--- src/hdl/lls_pkg.sv ---
// Shared types and constants for the least-loaded selector.
// Used by lls_ctrl, lls_dp and least_loaded_selector_unit; no dependencies.
package lls_pkg;

  localparam int SLOTS_DEF   = 16;
  localparam int ID_BITS_DEF = 16;

  localparam int REQ_W    = 2;
  localparam int IN_ID_W  = 16;
  localparam int LOAD_W   = 16;
  localparam int STATUS_W = 3;
  localparam int OUT_ID_W = 16;
  localparam int IN_DATA_W  = 40;
  localparam int OUT_DATA_W = 24;

  typedef enum logic [REQ_W-1:0] {
    REQ_ATTACH = 2'd0,
    REQ_DETACH = 2'd1,
    REQ_CHOOSE = 2'd2,
    REQ_UPDATE = 2'd3
  } req_t;

  typedef enum logic [STATUS_W-1:0] {
    ST_OK        = 3'd0,
    ST_ATTACHED  = 3'd1,
    ST_NOT_FOUND = 3'd2,
    ST_FULL      = 3'd3,
    ST_NONE      = 3'd4
  } status_t;

  typedef enum logic [2:0] {
    S_IDLE,
    S_SCAN,
    S_DRAIN,
    S_COMMIT,
    S_AGE,
    S_AGE_DRAIN,
    S_DONE
  } state_t;

  typedef struct packed {
    logic load_req;
    logic clr_trk;
    logic rd_en;
    logic rd_age;
    logic commit;
    logic out_load;
  } cmd_t;

  typedef struct packed {
    logic scan_last;
    logic need_age;
    logic out_free;
  } sts_t;

endpackage

--- src/hdl/lls_ctrl.sv ---
// Sequencer for the least-loaded selector: table scan, commit, age pass, result.
// Depends on lls_pkg.
module lls_ctrl (
  input  logic           clk,
  input  logic           rst_n,
  input  logic           in_tvalid,
  output logic           in_tready,
  input  lls_pkg::sts_t  sts,
  output lls_pkg::cmd_t  cmd
);

  lls_pkg::state_t state_r, state_nxt;

  always_ff @(posedge clk) begin
    if (!rst_n) begin
      state_r <= lls_pkg::S_IDLE;
    end else begin
      state_r <= state_nxt;
    end
  end

  always_comb begin
    state_nxt = state_r;
    case (state_r)
      lls_pkg::S_IDLE: begin
        if (in_tvalid) state_nxt = lls_pkg::S_SCAN;
      end
      lls_pkg::S_SCAN: begin
        if (sts.scan_last) state_nxt = lls_pkg::S_DRAIN;
      end
      lls_pkg::S_DRAIN: begin
        state_nxt = lls_pkg::S_COMMIT;
      end
      lls_pkg::S_COMMIT: begin
        state_nxt = sts.need_age ? lls_pkg::S_AGE : lls_pkg::S_DONE;
      end
      lls_pkg::S_AGE: begin
        if (sts.scan_last) state_nxt = lls_pkg::S_AGE_DRAIN;
      end
      lls_pkg::S_AGE_DRAIN: begin
        state_nxt = lls_pkg::S_DONE;
      end
      lls_pkg::S_DONE: begin
        if (sts.out_free) state_nxt = lls_pkg::S_IDLE;
      end
      default: begin
        state_nxt = lls_pkg::S_IDLE;
      end
    endcase
  end

  always_comb begin
    cmd       = '0;
    in_tready = 1'b0;
    case (state_r)
      lls_pkg::S_IDLE: begin
        in_tready    = 1'b1;
        cmd.load_req = in_tvalid;
        cmd.clr_trk  = in_tvalid;
      end
      lls_pkg::S_SCAN: begin
        cmd.rd_en = 1'b1;
      end
      lls_pkg::S_COMMIT: begin
        cmd.commit = 1'b1;
      end
      lls_pkg::S_AGE: begin
        cmd.rd_en  = 1'b1;
        cmd.rd_age = 1'b1;
      end
      lls_pkg::S_DONE: begin
        cmd.out_load = sts.out_free;
      end
      default: begin
        cmd = '0;
      end
    endcase
  end

endmodule

--- src/hdl/lls_dp.sv ---
// Datapath for the least-loaded selector: slot table, serial scan trackers,
// commit writes, age write-back and result register. Depends on lls_pkg.
module lls_dp #(
  parameter int SLOTS   = lls_pkg::SLOTS_DEF,
  parameter int ID_BITS = lls_pkg::ID_BITS_DEF
) (
  input  logic                          clk,
  input  logic                          rst_n,
  input  lls_pkg::cmd_t                 cmd,
  output lls_pkg::sts_t                 sts,
  input  logic [lls_pkg::REQ_W-1:0]     in_req_type,
  input  logic [lls_pkg::IN_ID_W-1:0]   in_worker_id,
  input  logic [lls_pkg::LOAD_W-1:0]    in_load_value,
  input  logic                          in_eligible_flag,
  output logic                          out_tvalid,
  input  logic                          out_tready,
  output logic [lls_pkg::STATUS_W-1:0]  out_status,
  output logic [lls_pkg::OUT_ID_W-1:0]  out_chosen_id
);

  localparam int IDX_W = (SLOTS > 1) ? $clog2(SLOTS) : 1;
  localparam int CNT_W = $clog2(SLOTS + 1);

  // slot table
  logic [SLOTS-1:0]          valid_r;
  logic [ID_BITS-1:0]        mem_worker [SLOTS];
  logic [lls_pkg::LOAD_W-1:0] mem_load  [SLOTS];
  logic                      mem_elig   [SLOTS];
  logic [IDX_W-1:0]          mem_age    [SLOTS];
  logic [CNT_W-1:0]          cnt_r;

  // request
  lls_pkg::req_t             req_r;
  logic [ID_BITS-1:0]        id_r;
  logic [lls_pkg::LOAD_W-1:0] load_r;
  logic                      elig_r;

  // scan
  logic [IDX_W-1:0]          idx_r;
  logic                      chk_v_r, chk_age_r;
  logic [IDX_W-1:0]          chk_idx_r;
  logic [ID_BITS-1:0]        rd_worker_r;
  logic [lls_pkg::LOAD_W-1:0] rd_load_r;
  logic                      rd_elig_r;
  logic [IDX_W-1:0]          rd_age_r;

  // trackers
  logic                      found_r, free_r, best_r;
  logic [IDX_W-1:0]          found_idx_r, found_age_r, free_idx_r, best_age_r;
  logic [lls_pkg::LOAD_W-1:0] best_load_r;
  logic [ID_BITS-1:0]        best_id_r;

  // result
  logic                      out_v_r;
  lls_pkg::status_t          out_status_r, res_status;
  logic [lls_pkg::OUT_ID_W-1:0] out_chosen_r, res_chosen;

  // write port
  logic                      we;
  logic [IDX_W-1:0]          waddr;
  logic [ID_BITS-1:0]        w_worker;
  logic [lls_pkg::LOAD_W-1:0] w_load;
  logic                      w_elig;
  logic [IDX_W-1:0]          w_age;

  logic                      chk_present, chk_match, chk_better, age_dec;

  assign sts.scan_last = (idx_r == IDX_W'(SLOTS - 1));
  assign sts.need_age  = (req_r == lls_pkg::REQ_DETACH) && found_r;
  assign sts.out_free  = !out_v_r || out_tready;

  assign chk_present = chk_v_r && valid_r[chk_idx_r];
  assign chk_match   = chk_present && (rd_worker_r == id_r);
  assign chk_better  = chk_present && rd_elig_r &&
                       (!best_r || (rd_load_r < best_load_r) ||
                        ((rd_load_r == best_load_r) && (rd_age_r < best_age_r)));
  assign age_dec     = chk_present && chk_age_r && (rd_age_r > found_age_r);

  always_ff @(posedge clk) begin
    if (cmd.load_req) begin
      req_r  <= lls_pkg::req_t'(in_req_type);
      id_r   <= ID_BITS'(in_worker_id);
      load_r <= in_load_value;
      elig_r <= in_eligible_flag;
    end
  end

  always_ff @(posedge clk) begin
    if (!rst_n) begin
      idx_r     <= '0;
      chk_v_r   <= 1'b0;
      chk_age_r <= 1'b0;
    end else begin
      chk_v_r   <= cmd.rd_en;
      chk_age_r <= cmd.rd_age;
      if (cmd.clr_trk) begin
        idx_r <= '0;
      end else if (cmd.rd_en) begin
        idx_r <= sts.scan_last ? '0 : idx_r + IDX_W'(1);
      end
    end
  end

  always_ff @(posedge clk) begin
    if (cmd.rd_en) begin
      chk_idx_r   <= idx_r;
      rd_worker_r <= mem_worker[idx_r];
      rd_load_r   <= mem_load[idx_r];
      rd_elig_r   <= mem_elig[idx_r];
      rd_age_r    <= mem_age[idx_r];
    end
  end

  always_ff @(posedge clk) begin
    if (!rst_n) begin
      found_r <= 1'b0;
      free_r  <= 1'b0;
      best_r  <= 1'b0;
    end else if (cmd.clr_trk) begin
      found_r <= 1'b0;
      free_r  <= 1'b0;
      best_r  <= 1'b0;
    end else if (chk_v_r && !chk_age_r) begin
      if (!valid_r[chk_idx_r] && !free_r) begin
        free_r     <= 1'b1;
        free_idx_r <= chk_idx_r;
      end
      if (chk_match) begin
        found_r     <= 1'b1;
        found_idx_r <= chk_idx_r;
        found_age_r <= rd_age_r;
      end
      if (chk_better) begin
        best_r      <= 1'b1;
        best_load_r <= rd_load_r;
        best_age_r  <= rd_age_r;
        best_id_r   <= rd_worker_r;
      end
    end
  end

  always_comb begin
    we       = 1'b0;
    waddr    = chk_idx_r;
    w_worker = rd_worker_r;
    w_load   = rd_load_r;
    w_elig   = rd_elig_r;
    w_age    = rd_age_r - IDX_W'(1);
    if (cmd.commit) begin
      case (req_r)
        lls_pkg::REQ_ATTACH: begin
          we       = !found_r && free_r;
          waddr    = free_idx_r;
          w_worker = id_r;
          w_load   = '0;
          w_elig   = 1'b0;
          w_age    = IDX_W'(cnt_r);
        end
        lls_pkg::REQ_UPDATE: begin
          we       = found_r;
          waddr    = found_idx_r;
          w_worker = id_r;
          w_load   = load_r;
          w_elig   = elig_r;
          w_age    = found_age_r;
        end
        default: begin
          we = 1'b0;
        end
      endcase
    end else begin
      we = age_dec;
    end
  end

  always_ff @(posedge clk) begin
    if (we) begin
      mem_worker[waddr] <= w_worker;
      mem_load[waddr]   <= w_load;
      mem_elig[waddr]   <= w_elig;
      mem_age[waddr]    <= w_age;
    end
  end

  always_ff @(posedge clk) begin
    if (!rst_n) begin
      valid_r <= '0;
      cnt_r   <= '0;
    end else if (cmd.commit) begin
      if (req_r == lls_pkg::REQ_ATTACH && !found_r && free_r) begin
        valid_r[free_idx_r] <= 1'b1;
        cnt_r               <= cnt_r + CNT_W'(1);
      end else if (req_r == lls_pkg::REQ_DETACH && found_r) begin
        valid_r[found_idx_r] <= 1'b0;
        cnt_r                <= cnt_r - CNT_W'(1);
      end
    end
  end

  always_comb begin
    res_status = lls_pkg::ST_OK;
    res_chosen = '0;
    case (req_r)
      lls_pkg::REQ_ATTACH: begin
        if (found_r)     res_status = lls_pkg::ST_ATTACHED;
        else if (!free_r) res_status = lls_pkg::ST_FULL;
      end
      lls_pkg::REQ_CHOOSE: begin
        if (best_r) res_chosen = lls_pkg::OUT_ID_W'(best_id_r);
        else        res_status = lls_pkg::ST_NONE;
      end
      default: begin
        if (!found_r) res_status = lls_pkg::ST_NOT_FOUND;
      end
    endcase
  end

  always_ff @(posedge clk) begin
    if (!rst_n) begin
      out_v_r <= 1'b0;
    end else if (cmd.out_load) begin
      out_v_r <= 1'b1;
    end else if (out_tready) begin
      out_v_r <= 1'b0;
    end
  end

  always_ff @(posedge clk) begin
    if (cmd.out_load) begin
      out_status_r <= res_status;
      out_chosen_r <= res_chosen;
    end
  end

  assign out_tvalid    = out_v_r;
  assign out_status    = out_status_r;
  assign out_chosen_id = out_chosen_r;

endmodule

--- src/hdl/least_loaded_selector_unit.sv ---
// Least-loaded selector: attach, detach, update and choose over a worker table.
// Each request is scanned serially over the table memory port, one slot per cycle,
// then committed; a detach that hits adds an age pass over the table. A new request
// is accepted only after the result of the previous one is loaded into the output
// register, which waits while a pending result has not yet been taken.
// Reset (synchronous, rst_n low) clears all valid bits and the entry count.
module least_loaded_selector_unit #(
  parameter int SLOTS   = lls_pkg::SLOTS_DEF,
  parameter int ID_BITS = lls_pkg::ID_BITS_DEF
) (
  input  logic                             clk,
  input  logic                             rst_n,
  input  logic                             in_tvalid,
  output logic                             in_tready,
  input  logic [lls_pkg::IN_DATA_W-1:0]    in_tdata,  // worker_id, load_value, eligible_flag
  input  logic [lls_pkg::REQ_W-1:0]        in_tuser,  // req_type
  output logic                             out_tvalid,
  input  logic                             out_tready,
  output logic [lls_pkg::OUT_DATA_W-1:0]   out_tdata  // status, chosen_id
);

  localparam int LD_LO = lls_pkg::IN_ID_W;
  localparam int EL_B  = LD_LO + lls_pkg::LOAD_W;
  localparam int CH_LO = lls_pkg::STATUS_W;
  localparam int PAD_W = lls_pkg::OUT_DATA_W - lls_pkg::STATUS_W - lls_pkg::OUT_ID_W;

  lls_pkg::cmd_t cmd;
  lls_pkg::sts_t sts;
  logic [lls_pkg::STATUS_W-1:0] out_status;
  logic [lls_pkg::OUT_ID_W-1:0] out_chosen_id;

  lls_ctrl u_ctrl (
    .clk       (clk),
    .rst_n     (rst_n),
    .in_tvalid (in_tvalid),
    .in_tready (in_tready),
    .sts       (sts),
    .cmd       (cmd)
  );

  lls_dp #(
    .SLOTS   (SLOTS),
    .ID_BITS (ID_BITS)
  ) u_dp (
    .clk              (clk),
    .rst_n            (rst_n),
    .cmd              (cmd),
    .sts              (sts),
    .in_req_type      (in_tuser),
    .in_worker_id     (in_tdata[LD_LO-1:0]),
    .in_load_value    (in_tdata[EL_B-1:LD_LO]),
    .in_eligible_flag (in_tdata[EL_B]),
    .out_tvalid       (out_tvalid),
    .out_tready       (out_tready),
    .out_status       (out_status),
    .out_chosen_id    (out_chosen_id)
  );

  assign out_tdata = {{PAD_W{1'b0}}, out_chosen_id, out_status};

  a_one_item: assert property (@(posedge clk) disable iff (!rst_n)
    in_tvalid && in_tready |=> !in_tready)
    else $error("item accepted while previous item in progress");

  a_no_overwrite: assert property (@(posedge clk) disable iff (!rst_n)
    cmd.out_load |-> (!out_tvalid || out_tready))
    else $error("pending result overwritten");

  a_no_write_in_scan: assert property (@(posedge clk) disable iff (!rst_n)
    cmd.commit |-> !cmd.rd_en && !$past(cmd.rd_en))
    else $error("table commit overlaps scan");

  a_chosen_zero: assert property (@(posedge clk) disable iff (!rst_n)
    out_tvalid && (out_tdata[CH_LO-1:0] != lls_pkg::ST_OK) |-> out_chosen_id == '0)
    else $error("chosen id nonzero on failed request");

endmodule

--- config.mk ---
export PLATFORM = sky130hd
export DESIGN_NAME = least_loaded_selector_unit
export DESIGN_NICKNAME = d
export VERILOG_FILES = /design/src/hdl/lls_pkg.sv /design/src/hdl/lls_ctrl.sv /design/src/hdl/lls_dp.sv /design/src/hdl/least_loaded_selector_unit.sv
export SDC_FILE = /design/constraint.sdc
export NUM_CORES = 1
export LEC_CHECK = 0
export BUFFER_PORTS_ARGS = -buffer_cell sky130_fd_sc_hd__clkbuf_2
export CAP_MARGIN = 10
export CORE_UTILIZATION = 35
export DETAILED_ROUTE_END_ITERATION = 6
export PLACE_DENSITY = 0.6
export SLEW_MARGIN = 0
export SYNTH_ARGS = -nofsm -noshare
export SYNTH_HDL_FRONTEND = slang
export SYNTH_SLANG_ARGS = --single-unit
--- constraint.sdc ---
create_clock -name clk -period 7.5 [get_ports clk]
set_input_delay 0.375 -clock clk [delete_from_list [all_inputs] [get_ports clk]]
set_output_delay 0.375 -clock clk [all_outputs]
set_load 0.1 [all_outputs]
# ---- Word-level counts from Yosys, hierarchy flattened
# Memory sizes are Yosys's and may differ from the RTL's. A register that Yosys moved wholly into a read port is not among the register bits.
# Cells that the tools add are included.
dict set report op_classes {
  n_eq_ne 16
  magnitude_cmp 8
  addsub 4
  n_reduce_logical 40
  bitwise_logic 5
  mux 44
}
# operator n
set op_table {}
lappend op_table {{2-to-1 mux 16 bit} 5}
lappend op_table {{== test 16 bit} 2}
lappend op_table {{one-hot mux 16 bit (2 select lines)} 1}
lappend op_table {{one-hot mux 3 bit (7 select lines)} 1}
lappend op_table {{2-to-1 mux 3 bit} 6}
lappend op_table {{AND 16 bit} 1}
lappend op_table {{less-than comparator 16 bit} 1}
lappend op_table {{NOT 16 bit} 1}
lappend op_table {{bitwise OR 16 bit} 1}
lappend op_table {{one-hot mux 4 bit (2 select lines)} 2}
lappend op_table {{AND reduction 4 bit} 4}
lappend op_table {{logical AND 1 bit} 15}
lappend op_table {{less-than comparator 4 x 5 -> 1 bit (second input constant)} 3}
lappend op_table {{2-to-1 mux 1 bit} 14}
lappend op_table {{2-to-1 mux 4 bit} 3}
lappend op_table {{2-to-1 mux 5 bit} 2}
lappend op_table {{AND reduction 2 bit} 5}
lappend op_table {{== test 3 bit (second input constant)} 3}
lappend op_table {{demux 1 bit (select 4 bit)} 2}
lappend op_table {{greater-or-equal comparator 4 x 1 -> 1 bit (second input constant)} 2}
lappend op_table {{2-to-1 mux 2 bit} 4}
lappend op_table {{== test 3 x 2 -> 1 bit (second input constant)} 2}
lappend op_table {{logical NOT 1 bit} 6}
lappend op_table {{!= test 2 x 1 -> 1 bit (second input constant)} 3}
lappend op_table {{other kinds (20)} 28}
dict set report word_totals {
  out_inout_bits 26
  ramBits 592
  n_memories 4
  elab_cells 144
  reg_bits 140
}
# memory words word_bits rd rd_ports_with_merged_regs wr line
set mem_list {}
lappend mem_list {u_dp.mem_load 16 16 1 1 1 lls_dp.sv:27} ;# logic [lls_pkg::LOAD_W-1:0] mem_load [SLOTS];
lappend mem_list {u_dp.mem_worker 16 16 1 1 1 lls_dp.sv:26} ;# logic [ID_BITS-1:0] mem_worker [SLOTS];
lappend mem_list {u_dp.mem_age 16 4 1 1 1 lls_dp.sv:29} ;# logic [IDX_W-1:0] mem_age [SLOTS];
lappend mem_list {u_dp.mem_elig 16 1 1 1 1 lls_dp.sv:28} ;# logic mem_elig [SLOTS];

# ---- Longest topological paths before layout
# Gate-level depths: netlist (run 1).
dict set report depth {
  ltp_word 8
  ltp_mapped 11
}

# ---- Hierarchy
# From an unflattened synthesis (run 1), not the netlist that was laid out.
dict set report unflattened {
  hier_cells 1458
  hier_area_um2 29980.0
}
# mod cells_per_inst instances seq_area_each_um2 area_each_um2
set modules_own_cells {}
lappend modules_own_cells {lls_dp 1422 1 22671.7 29692.2}
lappend modules_own_cells {lls_ctrl 30 1 60.1 246.5}
lappend modules_own_cells {least_loaded_selector_unit 6 1 0.0 41.3}

# ---- Worst setup path before layout (run 1)
# Ideal clock, no wire load.
dict set report synth_path {
  path_kind {register -> register}
  startpoint {register u_ctrl.state_r[0]}
  endpoint {register u_dp.best_age_r[0], enable pin}
  required_ns 7.005
  slack_ns 2.501
  arrival_time_ns 4.503
  period_less_slack_ns 4.999
  setup_time_ns 0.495
  path_buffers 1
  path_stages_with_launch 7
  path_cell_list {dfxtp_1 -> clkbuf_1 -> nor3_1 -> a21oi_1 -> nand3b_1 -> nand2b_1 -> a311oi_1}
}
dict set report synth_via {
  elab_chain_cells 4
}
# element line
set synth_rtl {}
lappend synth_rtl {{start, declared} lls_ctrl.sv:12} ;# lls_pkg::state_t state_r, state_nxt;
lappend synth_rtl {{start signal, assigned} lls_ctrl.sv:16} ;# state_r <= lls_pkg::S_IDLE;
lappend synth_rtl {{start signal, assigned} lls_ctrl.sv:18} ;# state_r <= state_nxt;
lappend synth_rtl {{logical NOT 3 bit} lls_ctrl.sv:55} ;# case (state_r)
lappend synth_rtl {{2-to-1 mux 2 bit} lls_ctrl.sv:55}
lappend synth_rtl {{NOT 1 bit (no source line)} --}
lappend synth_rtl {{AND reduction 4 bit (no source line)} --}
lappend synth_rtl {{end signal, assigned} lls_dp.sv:136} ;# best_age_r <= rd_age_r;
lappend synth_rtl {{end, declared} lls_dp.sv:49} ;# logic [IDX_W-1:0] found_idx_r, found_age_r, free_idx_r, best_age_r;
# No other way between the ends.
# A chain may end at the register's enable or synchronous reset.

# ---- Worst setup path after layout (run 1)
dict set report layout_path {
  startpoint {register u_dp.req_r[0]}
  endpoint {memory u_dp.mem_worker[3][3] in the netlist's numbering, enable pin}
}
dict set report layout_via {
  elab_chain_cells 5
  word_cells_on_any_way 8
}
# element line
set layout_rtl {}
lappend layout_rtl {{start, declared} lls_dp.sv:33} ;# lls_pkg::req_t req_r;
lappend layout_rtl {{start signal, assigned} lls_dp.sv:81} ;# req_r <= lls_pkg::req_t'(in_req_type);
lappend layout_rtl {{== test 2 bit or logical NOT 2 bit (tied branches)} lls_dp.sv:150} ;# case (req_r)
lappend layout_rtl {{one-hot mux 1 bit (2 select lines)} lls_dp.sv:150}
lappend layout_rtl {{2-to-1 mux 1 bit} lls_dp.sv:149} ;# if (cmd.commit) begin
lappend layout_rtl {{2-to-1 mux 1 bit} lls_dp.sv:177} ;# if (we) begin
lappend layout_rtl {{2-to-1 mux 1 bit (not written as such)} lls_dp.sv:178} ;# mem_worker[waddr] <= w_worker;
lappend layout_rtl {{end, declared} lls_dp.sv:26}
# Parallel ways exist; a longest one is shown, timed or not.

==> metrics.yaml, run 1 <==
sta:
  setup_viol: 0
  slew_viol_final: 0
  slew_headroom_pct: 24.2
  fin_crit_sh_pct: 57.5
  finalSetupTns_ns: 0
  max_slew.worst_pin.slew_ns: 1.14
  finalHoldViolations: 0
  finalWorstSetupSlack_ns: 3.19
  fin_skew_ns: 0.0246
  timing.final.crit_period_ns: 4.31
  clock.fmax_mhz: 232
  rsz0062_at_grt: "no"
global_routing:
  grt_pass1_wl_mm: 102
  grt_pass1_vias: 15200
  grt_overflow: 0
  grt_max_degree: 99
  grt_util_all_layers_pct: 16.2
  antenna_found_initial: 1
setup_path:
  worstReg2RegStart: "u_dp.req_r[0]$_DFFE_PP_"
  reg2reg_slack_ns: 3.19
  crit_arrival_ns: 4.57
  rr_endpoint: "u_dp.mem_worker[3][3]$_DFFE_PP_"
  reg2reg_depth: 8
  crit_path_end_kind: "register"
  cp-startpoint: "u_dp.req_r[0]$_DFFE_PP_"
  critPathLaunchType: "register"
  path_class: "register to register"
  critPathRequiredTime_ns: 7.76
  endpoint: "u_dp.mem_worker[3][3]$_DFFE_PP_"
  worst-path-max-fanout: 25
yosys:
  ys_seq_area_share_pct: 75.8
  synth_flop_cell: "edfxtp_1"
  yosys-top-cells-area: "edfxtp_1 74%, mux4_2 14%, dfxtp_1 2.2%"
  synth-seq-cells: 768
  synth_top_area_share_pct: 73.6
  synth.avg_cell_area_sq_um: 20.4
  yosys.cell_types.count: 58
  yosys_warnings: 0
  synthesis.instances: 1468
  netlist_area_sq_mm: 0.0300
  async_flop_share_pct: 0
  synth_edf_count: 735
  synthDominantAreaCellType: "edfxtp_1"
placed_design:
  routabilityCongestion: 0.800
  pre_cts_ws_ns: 3.18
  port_buffers: 59
  dpl.hpwl_mm: 35.2
final_layout:
  num-nets-final: 1682
  reg.largest.list: "u_dp.mem_load: 256 flops, u_dp.mem_worker: 256 flops, u_dp.mem_age: 64 flops"
  final_common_cell: "edfxtp_1"
  final_core_util_pct: 41.3
  layout_common_cells: "735 x edfxtp_1, 190 x mux4_2, 116 x nand2_1, 81 x clkbuf_16, 59 x clkbuf_2"
  area_growth_pct: 16.2
  drive_above_1_share_pct: 25.6
job:
  max_cap_violations: 0
outcome:
  status: "complete, no violations"
cts:
  cts.sinks: 768
  clkLatencyLatePin_ns: 0.64
  cts.htree.levels: 3
  ctsResizeCount: 0
  cts_tree: "done"
  clk_pin_slew_worst_paths_ns: 0.06
  clockBufferDepth: 3
  cts_root_buffer: "clkbuf_16"
  cts-buffers-inserted: 81
routing:
  drtIter0Drc: 1511
  drt-total-wl_mm: 69.1
  dr.pass1.iters: 5
  wl_per_cell_um: 24.7
  vias: 14700
  viasPerCell: 5.23
  remaining_drc_errors: 0
  ant_nets: 0
die:
  die_h_um: 295
  rows: 106
  die_x_um: 295
  start_util_pct: 35.6
  io-pin-count: 72
  core_area_sq_mm: 0.0842
  die_area_sq_mm: 0.0868
min_path:
  hold_depth: 3
  min_from: "in_tvalid"
  hold_path.class: "input port to register"
power_and_ir_drop:
  p_per_area_mw_per_mm2: 277
  peakVddDrop_uv: 168
  total_leakage_power_uw: 0.0110
==> worst max-delay path, cell delays in order (launching register included) <==
cell and delay [ns]:
edfxtp_1 0.42, inv_1 0.11, ha_1 0.51, nand3b_1 0.55, nand2_1 0.31, o21ai_2 0.11
o22a_1 0.36, a211oi_4 0.90, buf_4 0.64
==> area by class of cell <==
class,count,area [sq um]
fill,7348,49400
sequential,768,22700
multi-input combinational,589,7050
clock buffer,101,2100
tap,1134,1420
timing repair buffer,128,920
clock inverter,44,448
inverter,36,135
antenna,1,2.50
==> cell families after synthesis <==
| kind of cell | Yosys count | share of synthesized area [%] |
|---|---|---|
| flops | 768 | 75.8 |
| simple gates | 227 | 3.59 |
| mux | 192 | 14.3 |
| buf+inv | 115 | 1.56 |
| compound gates | 110 | 2.62 |
| fa+ha+maj | 32 | 1.36 |
| xor+xnor | 23 | 0.672 |
| other cells | 1 | 0.0125 |
==> report_power, final <==
part           switching, uW  internal (uW)  leakage, uW
clock network           1650           2210      0.00124
registers               89.1           4940      0.00694
logic                    464            281      0.00282
==> cell usage after synthesis, types with 16 or more instances <==
library cell	number
edfxtp_1	735
mux4_2	190
nand2_1	116
clkbuf_1	51
inv_1	36
dfxtp_1	33
ha_1	31
a21oi_1	26
nand3_1	25
a211oi_1	18
xor2_1	18
and3_1	16
nor2_1	16
==> routing by layer <==
metal | routed length (um) | GRT usage, % | part of all wire (%)
met1 | 30600 | 23.2 | 44
met2 | 32800 | 25.8 | 48
met3 | 4440 | 2.49 | 6.4
met4 | 1200 | 4.41 | 1.7
met5 | 0 | 0 | 0
==> worst min path at each step <==
stage	endpoint	slack, ns
floorplan	u_dp.best_load_r[0]$_DFFE_PP_	0.43
global placement	u_dp.best_load_r[0]$_DFFE_PP_	0.44
detailed placement	u_dp.best_load_r[0]$_DFFE_PP_	0.44
CTS	u_ctrl.state_r[0]$_SDFFE_PN0P_	0.04
global route	u_ctrl.state_r[0]$_SDFFE_PN0P_	0.11
finish	u_ctrl.state_r[0]$_SDFFE_PN0P_	0.07
==> stage by stage <==
step / area (sq um) / power [uW] / instances / hold slack (ns)
6_report: 34800 / 9630 / 2801 / 0.0680
5_1_grt: 34800 / 9940 / 2800 / 0.107
4_1_cts: 34800 / 9720 / 2799 / 0.0414
3_5_place_dp: 31900 / 5850 / 2619 / 0.439
3_3_place_gp: 31900 / 5820 / 2619 / 0.441
2_1_floorplan: 30000 / 5600 / 1472 / 0.426
==> repair_timing <==
action / CTS / global route
buffers inserted: 0 / 0
hold endpoints to repair: 35 / 0
hold buffers: 35 / 0
(Power assumes the default switching activity.)
==> run 2: changes to the inputs <==
==> constraint.sdc (replaced) <==
create_clock -name clk -period 4.5 [get_ports clk]
set_input_delay 0.225 -clock clk [delete_from_list [all_inputs] [get_ports clk]]
set_output_delay 0.225 -clock clk [all_outputs]
set_load 0.1 [all_outputs]
==> metrics.yaml, run 2 (synthesis gave the netlist of run 1 again) <==
sta:
  fin_skew_ns: 0.0188  # -0.00580 ns
  finalWorstSetupSlack_ns: 1.11  # -2.08 ns
  clock.fmax_mhz: 295  # +27%
  finalHoldViolations: 0  # unchanged
  timing.final.crit_period_ns: 3.39  # -0.923 ns
  max_slew.worst_pin.slew_ns: 1.15  # +0.0155 ns
  fin_crit_sh_pct: 75.3  # +18 points
  setup_viol: 0  # unchanged
  slew_viol_final: 0  # unchanged
  slew_headroom_pct: 23.2  # -1.0 points
  rsz0062_at_grt: "no"
cts:
  clk_pin_slew_worst_paths_ns: 0.06  # about the same
  cts-buffers-inserted: 81  # unchanged
  ctsResizeCount: 0  # unchanged
  cts.sinks: 768  # unchanged
  clkLatencyLatePin_ns: 0.63  # about the same
  cts_setup_buffers: 0  # unchanged
  cts_tree: "done"
  clockBufferDepth: 3  # unchanged
  cts.htree.levels: 3  # unchanged
  cts_root_buffer: "clkbuf_16"
  cts_hold_buf: 37  # +5.7%
final_layout:
  final_core_util_pct: 41.7  # +0.37 points
  area_growth_pct: 17.2
  layout_common_cells: "735 x edfxtp_1, 190 x mux4_2, 116 x nand2_1, 82 x clkbuf_16, 59 x clkbuf_2"
  final_cell_count_no_fill: 2816  # +0.54%
  num-nets-final: 1696  # +0.83%
  final_common_cell: "edfxtp_1"
  drive_above_1_share_pct: 26.5  # +0.89 points
  reg.largest.list: "u_dp.mem_load: 256 flops, u_dp.mem_worker: 256 flops, u_dp.mem_age: 64 flops"
  antenna_cells: 0  # -1
placed_design:
  dpl.hpwl_mm: 36.8  # +4.5%
  placed_cells: 2632  # +0.50%
  pre_cts_ws_ns: 1.12  # -2.06 ns
  port_buffers: 59  # unchanged
  routabilityCongestion: 0.777  # -2.8%
routing:
  ant_nets: 0  # unchanged
  vias: 14600  # -0.54%
  drtIter0Drc: 1529  # +1.2%
  viasPerCell: 5.18  # -1.1%
  dr.pass1.iters: 7  # +2
  drt-total-wl_mm: 68.0  # -1.6%
  wl_per_cell_um: 24.2  # -2.1%
  remaining_drc_errors: 0  # unchanged
power_and_ir_drop:
  peakVddDrop_uv: 244  # +45%
  total_leakage_power_uw: 0.0111  # +1.2%
  comb_power_share_pct: 7.7  # about the same
  clockPowerShare_pct: 40.3  # +0.2 points
  p_seq_share_pct: 52.0  # -0.2 points
  p_per_area_mw_per_mm2: 459  # +66%
  swShare_pct: 22.7  # -0.21 points
  power.switching_uw: 3650  # +66%
  p_int_uw: 12500  # +68%
  total_power_uw: 16100  # +67%
setup_path:
  critPathLaunchType: "register"
  critPathRequiredTime_ns: 4.75  # -3.01 ns
  path_class: "register to register"
  worst-path-max-fanout: 25  # unchanged
  crit_path_end_kind: "register"
  crit_arrival_ns: 3.64  # -0.93 ns
global_routing:
  grt_max_degree: 67  # -32%
  grt_overflow: 0  # unchanged
  antenna_found_initial: 2  # +1
  grt_util_all_layers_pct: 16.0  # -0.20 points
  grt_pass1_wl_mm: 101  # -1.1%
  grt_pass1_vias: 14900  # -1.8%
die:
  core_area_sq_mm: 0.0842  # unchanged
  die_area_sq_mm: 0.0868  # unchanged
  io-pin-count: 72  # unchanged
  die_h_um: 295  # unchanged
  rows: 106  # unchanged
  start_util_pct: 35.6  # unchanged
  die_x_um: 295  # unchanged
job:
  max_cap_violations: 0  # unchanged
min_path:
  hold_path.class: "input port to register"
outcome:
  status: "complete, no violations"
## run 2: worst paths after layout
path	start	cells after the start	slack, ns	end
min reg2reg	u_dp.valid_r[13]$_SDFFE_PN0P_	2	0.48	u_dp.valid_r[13]$_SDFFE_PN0P_
max	u_dp.req_r[1]$_DFFE_PP_	9	1.11	u_dp.mem_load[6][8]$_DFFE_PP_
min	rst_n	3	0.15	u_dp.chk_age_r$_SDFF_PN0_
max reg2reg	u_dp.req_r[1]$_DFFE_PP_	9	1.11	u_dp.mem_load[6][8]$_DFFE_PP_
## run 2: stage by stage
step                area (sq um)  hold slack [ns]  TNS, ns
detailed placement         32200            0.404        0
global placement           32200            0.404        0
finish                     35100            0.150        0
CTS                        35100            0.107        0
global route               35100            0.163        0
floorplan                  30000            0.324  -214.81
## run 2: critical path, stage by stage, from the launching register on
cell      delay [ns]
edfxtp_1        0.43
inv_1           0.11
ha_1            0.55
nand3b_1        0.13
buf_4           0.21
nand2_1         0.14
nand2_1         0.37
buf_4           0.34
a211oi_4        0.22
buf_4           0.49
## run 2: final cells by class
cell class | instances | area (sq um)
inverters | 36 | 135
clock inverters | 51 | 482
well taps | 1134 | 1420
clock buffers | 96 | 2100
repair buffers | 142 | 1200
fillers | 7301 | 49100
multi-input cells | 589 | 7050
flip-flops and latches | 768 | 22700
## run 2: power by group through the flow
stage	combinational, uW	clock, uW	sequential, uW
after detailed placement	1240	0	8540
final	1240	6500	8390
after global routing	1360	6900	8400
after CTS	1260	6630	8390
after global placement	1190	0	8530
after floorplan	895	0	8430
## run 2: metal layers
| metal | part of all wire, % | vias to the layer above | track usage, % |
|---|---|---|---|
| met5 | 0 | - | 0 |
| met1 | 45 | 7795 | 23.1 |
| met2 | 48 | 400 | 25.1 |
| met3 | 5.1 | 75 | 2.32 |
| met4 | 2.0 | 0 | 4.93 |
| li1 | - | 6310 | - |
==> run 3: changes to the inputs <==
==> constraint.sdc (replaced) <==
create_clock -name clk -period 3.4 [get_ports clk]
set_input_delay 0.17 -clock clk [delete_from_list [all_inputs] [get_ports clk]]
set_output_delay 0.17 -clock clk [all_outputs]
set_load 0.1 [all_outputs]
==> metrics.yaml, run 3 (synthesis gave the netlist of run 1 again) <==
outcome:
  status: "complete, no violations"
sta:
  timing.final.crit_period_ns: 3.28  # -0.108 ns
  finalWorstSetupSlack_ns: 0.121  # -0.992 ns
  setup_viol: 0  # unchanged
  finalSetupTns_ns: 0  # unchanged
  slew_viol_final: 0  # unchanged
  max_slew.worst_pin.slew_ns: 1.18  # +0.0235 ns
  clock.fmax_mhz: 305  # +3.3%
  fin_skew_ns: 0.0209  # +0.00209 ns
  finalHoldViolations: 0  # unchanged
  fin_crit_sh_pct: 96.5  # +21 points
  rsz0062_at_grt: "no"
  slew_headroom_pct: 21.6  # -1.6 points
global_routing:
  grt_overflow: 0  # unchanged
  grt_pass1_vias: 15100  # +1.6%
  grt_pass1_wl_mm: 103  # +2.1%
  grt_util_all_layers_pct: 16.4  # +0.35 points
  grt_max_degree: 57  # -15%
  antenna_found_initial: 2  # unchanged
cts:
  cts.htree.levels: 3  # unchanged
  cts.sinks: 768  # unchanged
  cts_root_buffer: "clkbuf_16"
  clk_pin_slew_worst_paths_ns: 0.06  # about the same
  cts-buffers-inserted: 82  # +1.2%
  clkLatencyLatePin_ns: 0.63  # about the same
  clockBufferDepth: 3  # unchanged
  cts_tree: "done"
  ctsResizeCount: 0  # unchanged
final_layout:
  drive_above_1_share_pct: 27.0  # +0.56 points
  num-nets-final: 1710  # +0.83%
  reg.largest.list: "u_dp.mem_load: 256 flops, u_dp.mem_worker: 256 flops, u_dp.mem_age: 64 flops"
  area_growth_pct: 18.0
  layout_common_cells: "735 x edfxtp_1, 190 x mux4_2, 116 x nand2_1, 84 x clkbuf_16, 59 x clkbuf_2"
  final_common_cell: "edfxtp_1"
  final_core_util_pct: 42.0  # +0.30 points
die:
  die_x_um: 295  # unchanged
  rows: 106  # unchanged
  core_area_sq_mm: 0.0842  # unchanged
  start_util_pct: 35.6  # unchanged
  io-pin-count: 72  # unchanged
  die_h_um: 295  # unchanged
  die_area_sq_mm: 0.0868  # unchanged
routing:
  drtIter0Drc: 1396  # -8.7%
  drt-total-wl_mm: 69.5  # +2.3%
  ant_nets: 0  # unchanged
  dr.pass1.iters: 5  # -2
  viasPerCell: 5.25  # +1.4%
  remaining_drc_errors: 0  # unchanged
  vias: 14900  # +2.0%
  wl_per_cell_um: 24.5  # +1.6%
placed_design:
  pre_cts_ws_ns: 0.180  # -0.944 ns
  dpl.hpwl_mm: 40.9  # +11%
  port_buffers: 59  # unchanged
  routabilityCongestion: 0.807  # +3.8%
setup_path:
  critPathLaunchType: "register"
  crit_arrival_ns: 3.58  # -0.06 ns
  cpPeakStageDelay_ns: 0.93  # +0.38 ns
  rr_endpoint: "u_dp.mem_worker[3][0]$_DFFE_PP_"
  crit_path_cell_trace: "mux4_2, mux4_2, nand3_1, o22a_1, a211oi_4, buf_12"
  worst-path-max-fanout: 25  # unchanged
  crit_path_end_kind: "register"
  reg2reg_depth: 6  # -3
  critPathSlowestCell: "a211oi_4"
  path_class: "register to register"
  reg2reg_slack_ns: 0.12  # -0.99 ns
  worstReg2RegStart: "u_dp.chk_idx_r[0]$_DFFE_PP_"
  critPathRequiredTime_ns: 3.70  # -1.05 ns
  crit_top_cell: "mux4_2"
job:
  max_cap_violations: 0  # unchanged
min_path:
  hold_path.class: "input port to register"
  hold_depth: 2  # -1
  min_to: "u_dp.id_r[10]$_DFFE_PP_"
  min_from: "in_tdata[10]"
power_and_ir_drop:
  p_per_area_mw_per_mm2: 612  # +33%
  peakVddDrop_uv: 377  # +55%
  total_leakage_power_uw: 0.0112  # +0.94%
## run 3: cell count changes in the layout (fill, tap and decap cells not counted)
cell	delta
diode_2	+1
clkinv_8	-3
nor3_1	-1
clkinv_2	-2
nor3_2	+1
buf_12	+7
dlygate4sd3_1	+1
inv_6	+1
clkbuf_16	+2
buf_4	+5
clkinv_4	+1
inv_16	+1
clkbuf_1	+3
clkbuf_8	+1
## run 3: layer usage
layer  wire (um)  vias up  GRT usage (%)
li1            -     6353              -
met1       30600     7891           23.5
met2       32700      531           25.4
met3        4820       97           3.07
met4        1370        2           4.76
met5          16        -              0
## run 3: critical path: cells and delay by family (launching register included)
family / cells / cell delay, ns
buf+inv: 1 / 0.30
flops: 1 / 0.52
compound gates: 2 / 1.20
simple gates: 1 / 0.15
mux: 2 / 0.74
## run 3: cell type report
class,instances,area (sq um)
timing repair buffer,155,1390
clock inverter,49,460
fill,7294,48800
clock buffer,102,2180
inverter,36,135
antenna,1,2.50
tap,1134,1420
multi-input combinational,589,7050
sequential,768,22700
## run 3: report_power, final
part | internal (uW) | leakage (uW) | switching [uW]
Combinational | 669 | 0.00301 | 1180
Clock | 5110 | 0.00129 | 3630
Sequential | 10900 | 0.00694 | 162
## run 3: worst max path at each step
| stage | end | from |
|---|---|---|
| 2_1_floorplan | u_dp.mem_age[14][0]$_DFFE_PP_ | u_dp.req_r[0]$_DFFE_PP_ |
| 3_3_place_gp | u_dp.mem_worker[3][3]$_DFFE_PP_ | u_dp.chk_idx_r[0]$_DFFE_PP_ |
| 3_5_place_dp | u_dp.mem_worker[3][6]$_DFFE_PP_ | u_dp.chk_idx_r[0]$_DFFE_PP_ |
| 4_1_cts | u_dp.mem_worker[3][0]$_DFFE_PP_ | u_dp.chk_idx_r[0]$_DFFE_PP_ |
| 5_1_grt | u_dp.mem_worker[3][0]$_DFFE_PP_ | u_dp.chk_idx_r[0]$_DFFE_PP_ |
| 6_report | u_dp.mem_worker[3][0]$_DFFE_PP_ | u_dp.chk_idx_r[0]$_DFFE_PP_ |
## run 3: timing repair
action	CTS	global route
buffers inserted	0	0
hold endpoints to repair	41	0
hold buffers	38	0
endpoints found under the setup margin	0	0
## run 3: through the flow
stage / power (uW) / instance area (sq um) / hold WS [ns] / instances
CTS: 21900 / 35400 / 0.218 / 2833
finish: 21700 / 35400 / 0.250 / 2834
floorplan: 12400 / 30100 / 0.269 / 1472
detailed placement: 13100 / 32400 / 0.349 / 2644
global placement: 13000 / 32300 / 0.348 / 2643
global route: 22400 / 35400 / 0.241 / 2833
